## config.mk

```make
export PLATFORM = sky130hd
export DESIGN_NAME = tcw_ctrl
export DESIGN_NICKNAME = d
export VERILOG_FILES = /design/src/rtl/tcw_pkg.sv /design/src/rtl/tcw_ctrl.sv
export SDC_FILE = /design/constraint.sdc
export NUM_CORES = 1
export LEC_CHECK = 0
export ABC_AREA = 1
export BUFFER_PORTS_ARGS = -buffer_cell sky130_fd_sc_hd__clkbuf_2
export CAP_MARGIN = 0
export CORE_AREA = 8 8 45 47
export CTS_BUF_LIST = sky130_fd_sc_hd__clkbuf_4 sky130_fd_sc_hd__clkbuf_8
export CTS_CLUSTER_DIAMETER = 50
export DETAILED_ROUTE_END_ITERATION = 7
export DIE_AREA = 0 0 53 55
export MAX_ROUTING_LAYER = met4
export PLACE_DENSITY = 0.44
export SLEW_MARGIN = 20
export SYNTH_ARGS = -nofsm -noshare
export SYNTH_HDL_FRONTEND = slang
export SYNTH_SLANG_ARGS = --single-unit
```

## constraint.sdc

```tcl
create_clock -name i_clk -period 1.2 [get_ports i_clk]
set_clock_uncertainty 0.1 [all_clocks]
set_input_delay 0.18 -clock i_clk [delete_from_list [all_inputs] [get_ports i_clk]]
set_output_delay 0.18 -clock i_clk [all_outputs]
set_load 0.05 [all_outputs]
```

## src/rtl/tcw_pkg.sv

```systemverilog
// ============================================================================
// tcw_pkg
// Shared types and constants of the text console writer: screen geometry,
// character codes, action codes and the controller/datapath interface.
// ============================================================================
package tcw_pkg;

    localparam int COLUMNS = 80;
    localparam int ROWS    = 25;
    localparam int CELLS   = ROWS * COLUMNS;
    // Cells that move during a scroll: every row but the top one shifts up.
    localparam int MOVE_N  = (ROWS - 1) * COLUMNS;
    localparam int ADDR_W  = $clog2(CELLS);
    localparam int CNT_W   = $clog2(CELLS + 1);

    localparam int ROW_W   = 5;
    localparam int COL_W   = 7;
    localparam int CHAR_W  = 8;
    localparam int ATTR_W  = 8;
    localparam int CELL_W  = ATTR_W + CHAR_W;

    localparam logic [CHAR_W-1:0] CH_NEWLINE  = 8'd10;
    localparam logic [CHAR_W-1:0] CH_RETURN   = 8'd13;
    localparam logic [CHAR_W-1:0] CH_BLANK    = 8'h20;
    localparam logic [ATTR_W-1:0] COLOR_RESET = 8'h0F;

    typedef enum logic [1:0] {
        ACT_PUT   = 2'd0,
        ACT_CLEAR = 2'd1,
        ACT_READ  = 2'd2
    } t_action;

    typedef enum logic [1:0] {
        ST_IDLE,
        ST_EXEC,
        ST_READ,
        ST_SWEEP
    } t_state;

    typedef struct packed {
        logic load;        // latch the accepted item
        logic exec_put;    // carry out a put at the cursor
        logic exec_read;   // issue the read of one cell
        logic sweep_clr;   // start a scroll or clear sweep
        logic sweep_run;   // one step of the sweep
        logic finish;      // register the result and raise the strobe
    } t_ctl_cmd;

    typedef struct packed {
        t_action action;
        logic    need_scroll;
        logic    sweep_done;
    } t_dp_status;

endpackage

```

## src/rtl/tcw_ctrl.sv

```systemverilog
// ============================================================================
// tcw_ctrl
// Controller of the text console writer: sequences the accept, execute,
// read and sweep phases of one item.
// ============================================================================
module tcw_ctrl (
    input  logic               i_clk,
    input  logic               i_rst_n,
    input  logic               i_start,
    input  tcw_pkg::t_dp_status i_status,
    output tcw_pkg::t_ctl_cmd  o_cmd,
    output logic               o_busy
);
    import tcw_pkg::*;

    t_state r_state;
    t_state n_state;

    always_ff @(posedge i_clk) begin
        if (!i_rst_n) begin
            r_state <= ST_IDLE;
        end else begin
            r_state <= n_state;
        end
    end

    always_comb begin
        n_state = r_state;
        o_cmd   = '0;
        o_busy  = 1'b1;
        case (r_state)
            ST_IDLE: begin
                o_busy = 1'b0;
                if (i_start) begin
                    o_cmd.load = 1'b1;
                    n_state    = ST_EXEC;
                end
            end
            ST_EXEC: begin
                case (i_status.action)
                    ACT_PUT: begin
                        o_cmd.exec_put = 1'b1;
                        if (i_status.need_scroll) begin
                            o_cmd.sweep_clr = 1'b1;
                            n_state         = ST_SWEEP;
                        end else begin
                            o_cmd.finish = 1'b1;
                            n_state      = ST_IDLE;
                        end
                    end
                    ACT_CLEAR: begin
                        o_cmd.sweep_clr = 1'b1;
                        n_state         = ST_SWEEP;
                    end
                    ACT_READ: begin
                        o_cmd.exec_read = 1'b1;
                        n_state         = ST_READ;
                    end
                    default: begin
                        o_cmd.finish = 1'b1;
                        n_state      = ST_IDLE;
                    end
                endcase
            end
            ST_READ: begin
                o_cmd.finish = 1'b1;
                n_state      = ST_IDLE;
            end
            ST_SWEEP: begin
                o_cmd.sweep_run = 1'b1;
                if (i_status.sweep_done) begin
                    o_cmd.finish = 1'b1;
                    n_state      = ST_IDLE;
                end
            end
            default: begin
                n_state = ST_IDLE;
            end
        endcase
    end

endmodule

```

### After elaboration in Yosys (flattened, before gate mapping)

Index checks and enable logic that the tools add are counted.

| storage, ports and cells | value |
|---|---|
| bits in latches | 0 |
| memory bits (writable) | 0 |
| flip-flop bits (word level) | 2 |
| memory bits (read-only) | 0 |
| memories kept | 0 |

| operators by class | value |
|---|---|
| multiplexer cells | 18 |
| multipliers | 0 |
| reductions and logical operators | 4 |
| div/mod/pow operators | 0 |
| eq/ne operators | 7 |
| bitwise gates (word level) | 0 |
| shift-type cells | 0 |
| add/sub/neg operators | 0 |
| $lt $le $gt $ge | 0 |

Operator list:

| operator | count |
|---|---|
| two-way mux 1 bit | 9 |
| case mux 2 bit (4 select lines) | 1 |
| equality test 2 bit (second input constant) | 3 |
| two-way mux 2 bit | 3 |
| case mux 2 bit (3 select lines) | 1 |
| equality test 2 x 1 -> 1 bit (second input constant) | 2 |
| logical NOT 2 bit | 2 |
| inequality test 2 bit (second input constant) | 2 |
| case mux 1 bit (2 select lines) | 2 |
| two-way mux 3 bit | 1 |
| case mux 1 bit (3 select lines) | 1 |
| AND reduction 2 bit | 1 |
| OR reduction 2 bit | 1 |

### Longest topological paths before layout

| logic depth | value |
|---|---|
| word-level depth | 4 |
| gate-level depth with buffers | 6 |
| depth with buffers taken out | 6 |

### Worst setup path before layout

OpenSTA, ideal clock, no wires.

| timing path | value |
|---|---|
| path type | register to output |
| from | register r_state[0] |
| to | output o_cmd[2] (netlist name) |
| stages on the path, launching flop included | 5 |
| path buffers | 0 |
| arrival time | 1.355 ns |
| path slack | -0.435 ns |
| data required time | 0.920 ns |
| cell sequence | dfxtp_1 -> inv_1 -> nor2_2 -> inv_1 -> a21oi_1 |

RTL lines:

| what | line | source |
|---|---|---|
| start: declaration | tcw_ctrl.sv:16 | `t_state r_state;` |
| start signal: assignment | tcw_ctrl.sv:23 | `r_state <= n_state;` |
| end: declaration | tcw_ctrl.sv:11 | `output tcw_pkg::t_ctl_cmd o_cmd,` |

==> metrics <==
post-synthesis cell type count 11; status complete, but fails checks; Slew Limit Fails 0; Comb pwr share 0.498; Crit. Startpoint r_state[0]; switch share 0.359; mapped cell area 239 sq um; Slew @ Worst Pin 223 ps; Worst VDD drop 0.261 mV; failing checks setup timing; area of the die 2920 sq um; Final ANT Viol Nets 0; diode count 0; Setup crit end o_cmd[2]; Setup Total Neg Slack -611 ps; sequential power share 0.174; H-tree levels 1; number of synthesized flops with an enable pin 0; #FFs+latches synth 2; top_reg_cell synth dfxtp_1; largest net degree at the start of global routing 6; syn_nets 52; Cell Pwr Density 755 nW/um^2; Core ar. 1380 sq um; TritonCTS Buffers 3; DRC viols 0; initial drt markers 0; Top reg by flops r_state; reg2reg start r_state[1]; max-capacitance violation count 0; largest registers r_state (2); clock tree buffer depth 2; design area 581 sq um; total gr overflow 0; fmax 0.740 GHz; # rows 14; Leak 0.298 nW; initial antenna violation count 0; fin nets 80; most common cell in the netlist inv_1; Clock Power Share 0.328; internal power 0.281 mW; crit path time final 1350 ps; Crit Path Max Fanout 4; flop2flop setup slack 70 ps; sequential fraction of the synthesis area 0.168; First-pass DRT Iterations 1; NetSw 0.157 mW; Filler cells 151; RSZ-0062 raised after global routing true; reg-to-reg endpoint r_state[1]; Reg clk slew, reported paths 30 ps; Crit. End Element primary output; CTS tree yes; slew margin rel. 0.850; Largest register FFs 2; number of global-route vias before repair 321; crit share post-route 1.13; gr usage total 0.0539; final setup fails 6; Syn Inst Count 41; Area contributors post-synth inv_1, ha_1, dfxtp_1; Clock Root Buffer clkbuf_4; ys async rst share 0; Starting Density 0.173; routed vias 329; DPL Wire Length 602 microns; top-area cell type share of the netlist area 0.236; arrival time at the worst endpoint 1070 ps; cell area after placement 499 sq um; Synth area leader inv_1; clk_lat worst skew 220 ps; Hold Crit Class input pin to flip-flop; critical path class flip-flop to primary output; proportion of layout cells with a drive suffix above 1 0.672; Worst R2R Path Depth 6; Final GP Congestion 0.723; CP Launch Type flip-flop; Worst EP required 920 ps; die height 55 microns; die width 53 microns; Post-synth top cells inv_1, nand2_1, ha_1, nor2_1; Area growth, synth to finish 143%; port bufs 13; Final Hold Viols 0; io pins 14; final wirelength 666 microns; Clock Sinks 2; syn avg cell area 5.83 sq um; Yosys warnings 0; Final WS setup -151 ps; WL per Instance 8.02 microns; vias per inst 3.96; Post-Place Worst Slack -121 ps; first-pass GRT wire length 1.15 mm
## how the worst min path moves through the flow
| stage | startpoint | end | slack (ps) | cells after the start |
|---|---|---|---|---|
| floorplan | i_rst_n | r_state[0] | 210 | 2 |
| global placement | i_rst_n | r_state[0] | 310 | 3 |
| detailed placement | i_rst_n | r_state[0] | 310 | 3 |
| CTS | i_rst_n | r_state[0] | 90 | 3 |
| global route | i_rst_n | r_state[0] | 100 | 3 |
| finish | i_rst_n | r_state[0] | 90 | 3 |
## power groups by stage
stage / Clock [mW] / Combinational (mW) / Sequential [mW]
2_1_floorplan: 0 / 0.119 / 0.0764
3_3_place_gp: 0 / 0.193 / 0.0774
3_5_place_dp: 0 / 0.195 / 0.0774
4_1_cts: 0.150 / 0.216 / 0.0763
5_1_grt: 0.159 / 0.235 / 0.0765
6_report: 0.144 / 0.218 / 0.0761
## critical path: stages, from the launching register on
cell	delay, ps
dfxtp_2	330
inv_2	50
nor2_4	100
inv_4	80
a21oi_4	140
buf_12	150
## cell families (layout without fill, tap and decap cells)
logic type / after synthesis / in the layout / share of synthesized area
DFF: 2 / 2 / 0.168
adders and majority gates: 4 / 4 / 0.209
buffers and inverters: 15 / 41 / 0.236
AOI/OAI and AO/OA: 6 / 6 / 0.141
and+or+nand+nor: 14 / 14 / 0.246
## metal layers
metal / global-route usage / share of wire
met3: 0.00802 / 0.078
met2: 0.0918 / 0.51
met5: - / 0
met1: 0.0514 / 0.40
met4: 0.0517 / 0.012
## metrics by stage
stage          power (mW)  utilization  hold slack (ps)  cells
2_1_floorplan       0.196            -              213     41
3_3_place_gp        0.270        0.361              311     77
3_5_place_dp        0.273        0.361              314     77
4_1_cts             0.442        0.410             87.0     82
5_1_grt             0.470        0.420              102     83
6_report            0.438        0.420             87.7     83
## layout make-up
class | instances | area [sq um] | share of cell area
Multi-Input combinational cell | 24 | 209 | 0.360
Sequential cell | 2 | 42.5 | 0.0733
Timing Repair Buffer | 23 | 228 | 0.392
Inverter | 15 | 58.8 | 0.101
Tap cell | 16 | 20.0 | 0.0345
Clock buffer | 3 | 22.5 | 0.0388
## cell usage in the layout (no fill, tap or decap), drive strengths merged
cell,n
nand2,6
dfxtp,2
ha,4
buf,15
nor2,5
inv,15
o21ai,2
a21oi,4
clkbuf,11
nand3,3
## repair_timing
item,CTS,global route
resized for setup,9,3
endpoints found under the setup margin,7,7
hold buffers,0,0
buffers inserted,2,1
pin swaps,1,2
Note: power is estimated with default switching activity, not from simulation.
